`src/design/rdzs_pkg.sv`:
```
// rdzs_pkg: shared types and constants of the radial dead-zone scaler
// no dependencies; imported by every design module of the block
`default_nettype none

package rdzs_pkg;

    // magnitude clip limit and the radius width it implies
    localparam logic [14:0] MAG_LIMIT = 15'h7fff;

    // square root: 16 result bits, two per stage
    localparam int SQ_STAGES = 8;

    // division: 16 fraction bits after the integer bit, two per stage
    localparam int DIV_STAGES = 8;

    typedef struct packed {
        logic signed [15:0] x;
        logic signed [15:0] y;
    } t_axes;

    typedef struct packed {
        logic        dead;
        logic        den_zero;
        logic        neg_x;
        logic        neg_y;
        logic [15:0] abs_x;
        logic [15:0] abs_y;
    } t_div_side;

    typedef struct packed {
        logic [14:0] rem;
        logic [16:0] quo;
    } t_div_state;

endpackage

`default_nettype wire

```
`src/design/rdzs_isqrt.sv`:
```
// rdzs_isqrt: pipelined floor square root of a 32-bit value, two result bits per stage
// depends on rdzs_pkg; carries the raw axes alongside the root
`default_nettype none

module rdzs_isqrt (
    input  wire logic           i_clk,
    input  wire logic           i_rst_n,
    input  wire logic           i_valid,
    input  wire logic [31:0]    i_radicand,
    input  wire rdzs_pkg::t_axes i_side,
    output logic                o_valid,
    output logic [15:0]         o_root,
    output rdzs_pkg::t_axes     o_side
);
    import rdzs_pkg::*;

    typedef struct packed {
        logic [16:0] rem;
        logic [15:0] root;
    } t_sq_state;

    // one digit of the restoring square root
    function automatic t_sq_state sq_step(input t_sq_state s, input logic [1:0] bits);
        logic [18:0] rem_sh;
        logic [18:0] trial;
        t_sq_state   n;
        rem_sh = {s.rem, bits};
        trial  = {1'b0, s.root, 2'b01};
        if (rem_sh >= trial) begin
            n.rem  = 17'(rem_sh - trial);
            n.root = {s.root[14:0], 1'b1};
        end else begin
            n.rem  = rem_sh[16:0];
            n.root = {s.root[14:0], 1'b0};
        end
        return n;
    endfunction

    logic        r_vld  [SQ_STAGES];
    logic [27:0] r_rad  [SQ_STAGES];
    t_sq_state   r_sq   [SQ_STAGES];
    t_axes       r_side [SQ_STAGES];

    for (genvar s = 0; s < SQ_STAGES; s++) begin : g_stage
        logic        v_in;
        logic [31:0] rad_in;
        t_sq_state   st_in;
        t_axes       side_in;
        t_sq_state   st_mid;
        t_sq_state   n_sq;
        logic [27:0] n_rad;

        if (s == 0) begin : g_first
            assign v_in    = i_valid;
            assign rad_in  = i_radicand;
            assign st_in   = '0;
            assign side_in = i_side;
        end else begin : g_next
            assign v_in    = r_vld[s-1];
            assign rad_in  = {r_rad[s-1], 4'b0000};
            assign st_in   = r_sq[s-1];
            assign side_in = r_side[s-1];
        end

        always_comb begin
            st_mid = sq_step(st_in, rad_in[31:30]);
            n_sq   = sq_step(st_mid, rad_in[29:28]);
            n_rad  = rad_in[27:0];
        end

        always_ff @(posedge i_clk) begin
            if (!i_rst_n) begin
                r_vld[s] <= 1'b0;
            end else begin
                r_vld[s] <= v_in;
            end
        end

        always_ff @(posedge i_clk) begin
            r_rad[s]  <= n_rad;
            r_sq[s]   <= n_sq;
            r_side[s] <= side_in;
        end
    end

    assign o_valid = r_vld[SQ_STAGES-1];
    assign o_root  = r_sq[SQ_STAGES-1].root;
    assign o_side  = r_side[SQ_STAGES-1];

endmodule

`default_nettype wire

```
`src/design/rdzs_qdiv.sv`:
```
// rdzs_qdiv: pipelined restoring division giving the q1.16 scale factor
// depends on rdzs_pkg; the integer bit and initial remainder come in precomputed
`default_nettype none

module rdzs_qdiv (
    input  wire logic            i_clk,
    input  wire logic            i_rst_n,
    input  wire logic            i_valid,
    input  wire rdzs_pkg::t_div_state i_state,
    input  wire logic [14:0]     i_den,
    input  wire rdzs_pkg::t_div_side  i_side,
    output logic                 o_valid,
    output logic [16:0]          o_factor,
    output rdzs_pkg::t_div_side  o_side
);
    import rdzs_pkg::*;

    // one quotient bit of the long division
    function automatic t_div_state div_step(input t_div_state s, input logic [14:0] den);
        logic [15:0] sh;
        t_div_state  n;
        sh = {s.rem, 1'b0};
        if (sh >= {1'b0, den}) begin
            n.rem = 15'(sh - {1'b0, den});
            n.quo = {s.quo[15:0], 1'b1};
        end else begin
            n.rem = sh[14:0];
            n.quo = {s.quo[15:0], 1'b0};
        end
        return n;
    endfunction

    logic        r_vld  [DIV_STAGES];
    t_div_state  r_dv   [DIV_STAGES];
    logic [14:0] r_den  [DIV_STAGES];
    t_div_side   r_side [DIV_STAGES];

    for (genvar s = 0; s < DIV_STAGES; s++) begin : g_stage
        logic        v_in;
        t_div_state  st_in;
        logic [14:0] den_in;
        t_div_side   side_in;
        t_div_state  st_mid;
        t_div_state  n_dv;

        if (s == 0) begin : g_first
            assign v_in    = i_valid;
            assign st_in   = i_state;
            assign den_in  = i_den;
            assign side_in = i_side;
        end else begin : g_next
            assign v_in    = r_vld[s-1];
            assign st_in   = r_dv[s-1];
            assign den_in  = r_den[s-1];
            assign side_in = r_side[s-1];
        end

        always_comb begin
            st_mid = div_step(st_in, den_in);
            n_dv   = div_step(st_mid, den_in);
        end

        always_ff @(posedge i_clk) begin
            if (!i_rst_n) begin
                r_vld[s] <= 1'b0;
            end else begin
                r_vld[s] <= v_in;
            end
        end

        always_ff @(posedge i_clk) begin
            r_dv[s]   <= n_dv;
            r_den[s]  <= den_in;
            r_side[s] <= side_in;
        end
    end

    assign o_valid  = r_vld[DIV_STAGES-1];
    // zero divisor means the factor is zero
    assign o_factor = r_side[DIV_STAGES-1].den_zero ? 17'd0 : r_dv[DIV_STAGES-1].quo;
    assign o_side   = r_side[DIV_STAGES-1];

endmodule

`default_nettype wire

```
`src/design/rdzs_scale.sv`:
```
// rdzs_scale: multiplies each axis magnitude by the factor and restores the sign
// depends on rdzs_pkg; two register stages, the second one drives the result ports
`default_nettype none

module rdzs_scale (
    input  wire logic           i_clk,
    input  wire logic           i_rst_n,
    input  wire logic           i_valid,
    input  wire logic [16:0]    i_factor,
    input  wire rdzs_pkg::t_div_side i_side,
    output logic                o_valid,
    output logic signed [15:0]  o_scaled_x,
    output logic signed [15:0]  o_scaled_y,
    output logic                o_in_dead_zone
);
    import rdzs_pkg::*;

    logic        r_p_vld;
    logic [31:0] r_px;
    logic [31:0] r_py;
    t_div_side   r_p_side;
    logic [31:0] n_px;
    logic [31:0] n_py;

    logic               r_vld;
    logic signed [15:0] r_x;
    logic signed [15:0] r_y;
    logic               r_dead;
    logic [15:0]        mag_x;
    logic [15:0]        mag_y;
    logic signed [15:0] n_x;
    logic signed [15:0] n_y;

    // product is at most 2^31 since factor <= 2^16 and |v| <= 2^15
    always_comb begin
        n_px = 32'({17'd0, i_side.abs_x} * {16'd0, i_factor});
        n_py = 32'({17'd0, i_side.abs_y} * {16'd0, i_factor});
    end

    always_comb begin
        mag_x = r_px[31:16];
        mag_y = r_py[31:16];
        if (r_p_side.dead) begin
            n_x = '0;
            n_y = '0;
        end else begin
            n_x = r_p_side.neg_x ? $signed(16'(-mag_x)) : $signed(mag_x);
            n_y = r_p_side.neg_y ? $signed(16'(-mag_y)) : $signed(mag_y);
        end
    end

    always_ff @(posedge i_clk) begin
        if (!i_rst_n) begin
            r_p_vld <= 1'b0;
            r_vld   <= 1'b0;
        end else begin
            r_p_vld <= i_valid;
            r_vld   <= r_p_vld;
        end
    end

    always_ff @(posedge i_clk) begin
        r_px     <= n_px;
        r_py     <= n_py;
        r_p_side <= i_side;
        r_x      <= n_x;
        r_y      <= n_y;
        r_dead   <= r_p_side.dead;
    end

    assign o_valid        = r_vld;
    assign o_scaled_x     = r_x;
    assign o_scaled_y     = r_y;
    assign o_in_dead_zone = r_dead;

endmodule

`default_nettype wire

```
`src/design/radial_dead_zone_scaler.sv`:
```
// radial_dead_zone_scaler: top level of the circular dead-zone scaler
// depends on rdzs_pkg, rdzs_isqrt, rdzs_qdiv and rdzs_scale
//
// usage:
//   input: a sample (i_stick_x, i_stick_y) transfers in at a rising edge where start
//   is high and busy is low. busy is always low, so a sample may enter every cycle.
//   config: i_cfg_we writes i_cfg_wdata into the dead-zone radius; write it only while
//   no sample is in flight.
//   output: o_valid is high for exactly one cycle per sample, with o_scaled_x,
//   o_scaled_y and o_in_dead_zone; the result transfers out at the edge ending
//   that cycle and cannot be held off.
//   throughput: one sample per cycle; the chain is input register, squares, sum,
//   eight square-root stages (two root bits each), a factor setup stage, eight
//   division stages (two quotient bits each), a multiply stage and an output stage.
//   reset: synchronous, active low; clears the radius to 0 and all stage valid bits,
//   so nothing in flight survives reset.
`default_nettype none

module radial_dead_zone_scaler (
    input  wire logic               i_clk,
    input  wire logic               i_rst_n,
    input  wire logic               start,
    output logic                    busy,
    input  wire logic signed [15:0] i_stick_x,
    input  wire logic signed [15:0] i_stick_y,
    input  wire logic               i_cfg_we,
    input  wire logic [14:0]        i_cfg_wdata,
    output logic                    o_valid,
    output logic signed [15:0]      o_scaled_x,
    output logic signed [15:0]      o_scaled_y,
    output logic                    o_in_dead_zone
);
    import rdzs_pkg::*;

    logic [14:0] r_radius;

    // input stage
    logic  r_in_vld;
    t_axes r_in;

    // squares stage
    logic        r_sq_vld;
    logic [30:0] r_sqx;
    logic [30:0] r_sqy;
    t_axes       r_sq_side;
    logic [30:0] n_sqx;
    logic [30:0] n_sqy;

    // sum stage
    logic        r_sum_vld;
    logic [31:0] r_sum;
    t_axes       r_sum_side;

    // square root outputs
    logic        rt_vld;
    logic [15:0] rt_mag;
    t_axes       rt_side;

    // factor setup stage
    logic        r_pr_vld;
    t_div_state  r_pr_state;
    logic [14:0] r_pr_den;
    t_div_side   r_pr_side;
    logic        dead;
    logic [14:0] clipped;
    logic [14:0] num;
    logic [14:0] den;
    logic        int_bit;
    t_div_state  n_pr_state;
    t_div_side   n_pr_side;

    // division outputs
    logic        dv_vld;
    logic [16:0] dv_factor;
    t_div_side   dv_side;

    assign busy = 1'b0;

    always_ff @(posedge i_clk) begin
        if (!i_rst_n) begin
            r_radius <= '0;
        end else if (i_cfg_we) begin
            r_radius <= i_cfg_wdata;
        end
    end

    always_comb begin
        n_sqx = 31'($unsigned(32'(r_in.x * r_in.x)));
        n_sqy = 31'($unsigned(32'(r_in.y * r_in.y)));
    end

    always_comb begin
        dead    = rt_mag <= {1'b0, r_radius};
        clipped = (rt_mag > {1'b0, MAG_LIMIT}) ? MAG_LIMIT : rt_mag[14:0];
        num     = dead ? 15'd0 : 15'(clipped - r_radius);
        den     = 15'(MAG_LIMIT - r_radius);
        // num never exceeds den, so the integer bit is set only when they match
        int_bit = num >= den;
        n_pr_state.quo = {16'd0, int_bit};
        n_pr_state.rem = int_bit ? 15'(num - den) : num;
        n_pr_side.dead     = dead;
        n_pr_side.den_zero = den == 15'd0;
        n_pr_side.neg_x    = rt_side.x[15];
        n_pr_side.neg_y    = rt_side.y[15];
        n_pr_side.abs_x    = rt_side.x[15] ? 16'(-rt_side.x) : rt_side.x;
        n_pr_side.abs_y    = rt_side.y[15] ? 16'(-rt_side.y) : rt_side.y;
    end

    always_ff @(posedge i_clk) begin
        if (!i_rst_n) begin
            r_in_vld  <= 1'b0;
            r_sq_vld  <= 1'b0;
            r_sum_vld <= 1'b0;
            r_pr_vld  <= 1'b0;
        end else begin
            r_in_vld  <= start && !busy;
            r_sq_vld  <= r_in_vld;
            r_sum_vld <= r_sq_vld;
            r_pr_vld  <= rt_vld;
        end
    end

    always_ff @(posedge i_clk) begin
        r_in.x     <= i_stick_x;
        r_in.y     <= i_stick_y;
        r_sqx      <= n_sqx;
        r_sqy      <= n_sqy;
        r_sq_side  <= r_in;
        r_sum      <= {1'b0, r_sqx} + {1'b0, r_sqy};
        r_sum_side <= r_sq_side;
        r_pr_state <= n_pr_state;
        r_pr_den   <= den;
        r_pr_side  <= n_pr_side;
    end

    rdzs_isqrt u_isqrt (
        .i_clk      (i_clk),
        .i_rst_n    (i_rst_n),
        .i_valid    (r_sum_vld),
        .i_radicand (r_sum),
        .i_side     (r_sum_side),
        .o_valid    (rt_vld),
        .o_root     (rt_mag),
        .o_side     (rt_side)
    );

    rdzs_qdiv u_qdiv (
        .i_clk    (i_clk),
        .i_rst_n  (i_rst_n),
        .i_valid  (r_pr_vld),
        .i_state  (r_pr_state),
        .i_den    (r_pr_den),
        .i_side   (r_pr_side),
        .o_valid  (dv_vld),
        .o_factor (dv_factor),
        .o_side   (dv_side)
    );

    rdzs_scale u_scale (
        .i_clk          (i_clk),
        .i_rst_n        (i_rst_n),
        .i_valid        (dv_vld),
        .i_factor       (dv_factor),
        .i_side         (dv_side),
        .o_valid        (o_valid),
        .o_scaled_x     (o_scaled_x),
        .o_scaled_y     (o_scaled_y),
        .o_in_dead_zone (o_in_dead_zone)
    );

endmodule

`default_nettype wire

```
`config.mk`:
```
export PLATFORM = sky130hd
export DESIGN_NAME = radial_dead_zone_scaler
export DESIGN_NICKNAME = d
export VERILOG_FILES = /design/src/design/rdzs_pkg.sv /design/src/design/rdzs_isqrt.sv /design/src/design/rdzs_qdiv.sv /design/src/design/rdzs_scale.sv /design/src/design/radial_dead_zone_scaler.sv
export SDC_FILE = /design/constraint.sdc
export NUM_CORES = 2
export LEC_CHECK = 0
export ABC_AREA = 1
export BUFFER_PORTS_ARGS = -buffer_cell sky130_fd_sc_hd__clkbuf_2
export CAP_MARGIN = 20
export CORE_UTILIZATION = 30
export CTS_BUF_LIST = sky130_fd_sc_hd__clkbuf_8
export CTS_CLUSTER_DIAMETER = 200
export DETAILED_ROUTE_END_ITERATION = 16
export HOLD_SLACK_MARGIN = 0.05
export PLACE_DENSITY_LB_ADDON = 0.1
export SETUP_SLACK_MARGIN = 0.5
export SLEW_MARGIN = 40
export SYNTH_ARGS = -nofsm -noshare
export SYNTH_HDL_FRONTEND = slang
export SYNTH_HIERARCHICAL = 1
export SYNTH_SLANG_ARGS = --single-unit
```
`constraint.sdc`:
```
create_clock -name i_clk -period 6.3 [get_ports i_clk]
set_clock_uncertainty 0.15 [all_clocks]
set_input_delay 0.315 -clock i_clk [delete_from_list [all_inputs] [get_ports i_clk]]
set_output_delay 0.315 -clock i_clk [all_outputs]
set_load 0.02 [all_outputs]
```
* Word level (Yosys, flattened, before mapping)
Memories as Yosys holds them, arrays and structs flattened. A register that Yosys moved wholly into a read port is not among the register bits.
Cells that the tools add are included.
** Storage, ports and cells
- Flip-flop bits (word level) :: 376
- Memory bits (writable) :: 1424
- Input port bits :: 51
- Output and inout port bits :: 35
- Memories kept :: 8
** Operators by class
- Add/subtract/negate cells :: 40
- Multipliers :: 4
- Magnitude comparators :: 35
- Muxes and demuxes :: 58
- Bitwise logic cells :: 16
- Reductions and logical operators :: 3
** Memory list
- u_qdiv.r_side :: depth 8, width 36, read ports 8, clocked after memory_dff 0, write ports 8, line rdzs_qdiv.sv:36 : t_div_side r_side [DIV_STAGES];
- u_isqrt.r_sq :: depth 8, width 33, read ports 8, clocked after memory_dff 0, write ports 8, line rdzs_isqrt.sv:41 : t_sq_state r_sq [SQ_STAGES];
- u_isqrt.r_side :: depth 8, width 32, read ports 8, clocked after memory_dff 0, write ports 8, line rdzs_isqrt.sv:42 : t_axes r_side [SQ_STAGES];
- u_qdiv.r_dv :: depth 8, width 32, read ports 8, clocked after memory_dff 0, write ports 8, line rdzs_qdiv.sv:34 : t_div_state r_dv [DIV_STAGES];
- u_isqrt.r_rad :: depth 8, width 28, read ports 7, clocked after memory_dff 0, write ports 8, line rdzs_isqrt.sv:40 : logic [27:0] r_rad [SQ_STAGES];
- u_qdiv.r_den :: depth 8, width 15, read ports 7, clocked after memory_dff 0, write ports 8, line rdzs_qdiv.sv:35 : logic [14:0] r_den [DIV_STAGES];
- 2 more memories
** Operator list (count)
- $mux W33 :: 16
- $mux W32 :: 16
- $ge A19 B18 Y1 :: 15
- $sub A15 B15 Y15 :: 18
- $ge A16 B15 Y1 :: 16
- $sub A17 B17 Y17 :: 15
- $mux W15 :: 5
- $mul A16 B17 Y32 :: 2
- $neg A16 Y16 :: 4
- $mul A16 B16 Y31 :: 2
- $add A31 B31 Y32 :: 1
- $mux W16 :: 2
- $mux W1 :: 18
- $mux W17 :: 1
- $gt A16 B15 Y1 const B :: 1
- $le A16 B15 Y1 :: 1
- $or A1 B1 Y1 :: 16
- $ge A15 B15 Y1 :: 1
- $logic_not A15 Y1 :: 1
- $sub A15 B15 Y15 const A :: 1
- $sub A2 B1 Y3 const B :: 1
- $ge A2 B1 Y1 const B :: 1
- $logic_not A1 Y1 :: 2

* Longest topological paths before layout
An unclocked memory read counts as a cell.
- Depth in word-level cells :: 7
- Gate-level depth with buffers :: 29

* Hierarchy
The synthesis kept the hierarchy.
** Modules (own cells, without submodules)
- radial_dead_zone_scaler :: times used 1, cells each 3686, area each 29483.3 um2, sequential area each 5445.2 um2
- rdzs_qdiv :: times used 1, cells each 3489, area each 27187.3 um2, sequential area each 11731.3 um2
- rdzs_isqrt :: times used 1, cells each 2851, area each 23092.1 um2, sequential area each 11210.8 um2
- rdzs_scale :: times used 1, cells each 2834, area each 20841.2 um2, sequential area each 1401.3 um2

* Worst setup path after synthesis
Ideal clock, no wire load.
- Kind :: reg2reg
- From :: reg r_in[1] in the netlist's numbering
- To :: reg r_sqy[30]
- Setup time :: 0.113 ns
- Arrival time :: 5.666 ns
- Slack :: 0.371 ns
- Cell stages (with the launch flop) :: 24
- Path buffers :: 2
- Clock period less this slack :: 5.929 ns
- Cell sequence :: dfxtp_1 -> clkbuf_1 -> buf_1 -> nand2_1 -> inv_1 -> fa_1 -> inv_1 -> fa_1 -> inv_1 -> fa_1 -> fa_1 -> fa_1 -> inv_1 -> fa_1 -> inv_1 -> ha_1 -> nand4_1 -> nor3_1 -> and2_1 -> nand2_1 -> inv_1 -> nor2_1 -> nand2_1 -> nand2_1
** On the way
- Longest elaborated chain between the ends :: 1
** Ends and longest elaborated chain
- start: declaration :: line radial_dead_zone_scaler.sv:39 : t_axes r_in;
- $mul A16 B16 Y31 :: line radial_dead_zone_scaler.sv:89 : n_sqy = 31'($unsigned(32'(r_in.y * r_in.y)));
- net n_sqy[30] :: line radial_dead_zone_scaler.sv:47 : logic [30:0] n_sqy;
- end signal: assignment :: line radial_dead_zone_scaler.sv:127 : r_sqy <= n_sqy;
- end: declaration :: line radial_dead_zone_scaler.sv:44 : logic [30:0] r_sqy;
The timed path passes the listed nets, and every way through them passes these cells.
A chain may end at the register's enable or synchronous reset.

==> results.ini <==
[sta]
period_needed_ns = 5.71
tns_ns = 0
final-hold-violation-count = 0
tightest_slew_ns = 0.741
rsz0062_at_grt = true
period_share = 0.906
max_freq_mhz = 175
final-setup-viol-count = 0
slew_violations = 0
relSlewSlack = 0.503

[synthesis]
ys_seq_elements = 1488
synth_edf_count = 0
synth.most_common_cell = nand2_1
synth_top_area_cell = dfxtp_1
syn_inst = 12900
yosysTopAreaCellShare = 0.296
synth_area_leaders = dfxtp_1 (30%), fa_1 (18%), nand2_1 (13%), ha_1 (10%), inv_1 (9.8%)
yosys_warnings = 6
synth_cell_types = 64
synthTopCellsByCount = nand2_1 (3,353), inv_1 (2,614), dfxtp_1 (1,488)
syn_area_per_cell_um2 = 7.82
seq_area_frac_synth = 0.296
netlist_area_mm2 = 0.101
synth_ff_type = dfxtp_1
async_flop_share = 0

[worst_setup_path]
crit_type = reg2reg
slowest_delay_ns = 0.61
critPathLaunchType = flop
slowest_stage = fa_1
worstPathRequired_ns = 7.02
end_kind = flop
crit_buf_inv = 8
cpMostUsedCell = fa_1
critPathArrivalTime_ns = 6.43
critPathMaxFanout = 8
cp_top_family = adder cells
crit_chain = buf_12 > nor2_4 > buf_12 > buf_12 > buf_16 > nand2_4 > inv_2 > fa_1 > fa_1 > fa_1 > fa_1 > fa_1 > inv_2 > fa_1 > inv_2 > ha_4 > nand2_4 > nor2_4 > inv_4 > nor4_4 > nand2_1 > nand3_2 > nand2_1

[clocking]
cts_made_buffers = 283
clock-sinks = 1488
cts_tree = built
clk_pin_slew_ns = 0.07
htreeDepth = 5
clkLatencyLatePin_ns = 1.00
clk_path_buf_depth = 4
cts_root_buf = clkbuf_8

[route]
wl_per_cell_um = 16.0
vias = 79400
viasPerCell = 4.43
drt_pass1_iterations = 6
drc = 0
ant_nets = 0
drtIter0Drc = 3902
totalWireLength_mm = 287

[flow_run]
maxCapViolCount = 0

[grt]
overflow = 0
grt_max_degree = 38
grt_pass1_wl_mm = 451
grt_usage = 0.166
grt_pass1_vias = 82700
antenna_found_initial = 11

[layout]
drive_above_1_share = 0.113
n_fill_cell = 35100
syn2layout_area_growth_pct = 17.1
layout.nets = 15100

[floorplan]
fp.dieH_um = 581
std_cell_rows = 212
dieArea_mm2 = 0.338
core_region_area_mm2 = 0.334
start_util = 0.301
top_level_ports = 86
die_x_um = 581

[placement]
dpl.hpwl_mm = 227
portBuffers = 84
finalWeightedCongestion = 0.878

[outcome]
status = completed

[hold_path]
hold_class = reg2reg

==> per-layer routing <==
| layer | part of all wire | routed length (µm) | track usage | up-vias |
|---|---|---|---|---|
| li1 | - | - | - | 40200 |
| met1 | 0.48 | 137000 | 0.227 | 37600 |
| met2 | 0.46 | 132000 | 0.276 | 1277 |
| met3 | 0.035 | 10200 | 0.0177 | 366 |
| met4 | 0.023 | 6650 | 0.0446 | 2 |
| met5 | 0.000035 | 10 | 0 | - |
==> metrics by stage <==
stage,instance area (µm²),util,setup slack [ns],hold WS (ns),cells
after CTS,114000,0.342,0.414,0.134,17800
after global routing,118000,0.353,0.359,0.148,17900
final,118000,0.353,0.591,0.150,17900
after detailed placement,106000,0.319,0.112,0.162,17200
after floorplan,101000,-,0.495,0.160,12900
after global placement,106000,0.319,0.102,0.160,17200
==> path summary, 6_finish.rpt <==
| check | start | end | slack (ns) | cells after the start |
|---|---|---|---|---|
| hold / removal | u_qdiv/r_dv[1][34]$_DFF_P_ | u_qdiv/r_dv[1][68]$_DFF_P_ | 0.15 | 0 |
| setup / recovery | u_qdiv/r_side[1][142]$_DFF_P_ | u_scale/r_py[26]$_DFF_P_ | 0.59 | 23 |
| setup reg to reg | u_qdiv/r_side[1][142]$_DFF_P_ | u_scale/r_py[26]$_DFF_P_ | 0.59 | 23 |
| hold reg to reg | u_qdiv/r_dv[1][34]$_DFF_P_ | u_qdiv/r_dv[1][68]$_DFF_P_ | 0.15 | 0 |
==> kinds of logic after synthesis <==
| group | synth area share |
|---|---|
| fa+ha+maj | 0.278 |
| xor+xnor | 0.0353 |
| compound gates | 0.0605 |
| other cells | 0.0000746 |
| flops | 0.296 |
| simple gates | 0.219 |
| buf+inv | 0.111 |
==> area by class of cell <==
type / count / area [µm²] / share of cell area
multi-input cells: 8463 / 62100 / 0.527
well taps: 4387 / 5490 / 0.0466
flip-flops and latches: 1488 / 29900 / 0.254
repair buffers: 453 / 4360 / 0.0370
diodes: 5 / 12.5 / 0.000106
clock inverters: 146 / 1190 / 0.0101
inverters: 2638 / 9940 / 0.0844
clock buffers: 349 / 4800 / 0.0408
==> cell usage in the layout, fill, tap and decap left out, types with 165 or more instances in the layout <==
cell,synthesis,layout
a21oi_1,537,466
buf_4,22,165
clkbuf_8,0,349
dfxtp_1,1488,1451
fa_1,884,863
ha_1,820,755
inv_1,2614,2614
nand2_1,3353,3271
nand3_1,664,650
nor2_1,742,651
o21ai_0,326,289
xor2_1,266,265
==> registers in the layout, indices dropped and copies added (netlist names), 8 cells and up <==
name,count
r_sum,32
u_qdiv/r_vld,8
u_scale/o_scaled_x,16
u_qdiv/r_side,288
r_pr_state,16
u_scale/r_py,16
r_radius,15
u_isqrt/r_side,256
r_sum_side,32
r_pr_side,36
r_sqx,29
u_isqrt/r_rad,112
u_scale/r_px,16
u_isqrt/r_vld,8
u_qdiv/r_dv,185
u_scale/o_scaled_y,16
u_isqrt/r_sq,184
r_sq_side,32
r_sqy,29
u_qdiv/r_den,105
r_in,32
r_pr_den,15
==> repair_timing <==
action | CTS | global route
endpoints found under the hold margin | 69 | 0
setup endpoints to repair | 63 | 76
hold buffers | 128 | 0
pin swaps | 7 | 211
cloned | 3 | 15
setup buffers | 5 | 90
gates resized for setup | 84 | 649
Power is left out: the tool's default activity adds up to more than one toggle a clock period on the data nets, which glitch-free logic cannot reach.
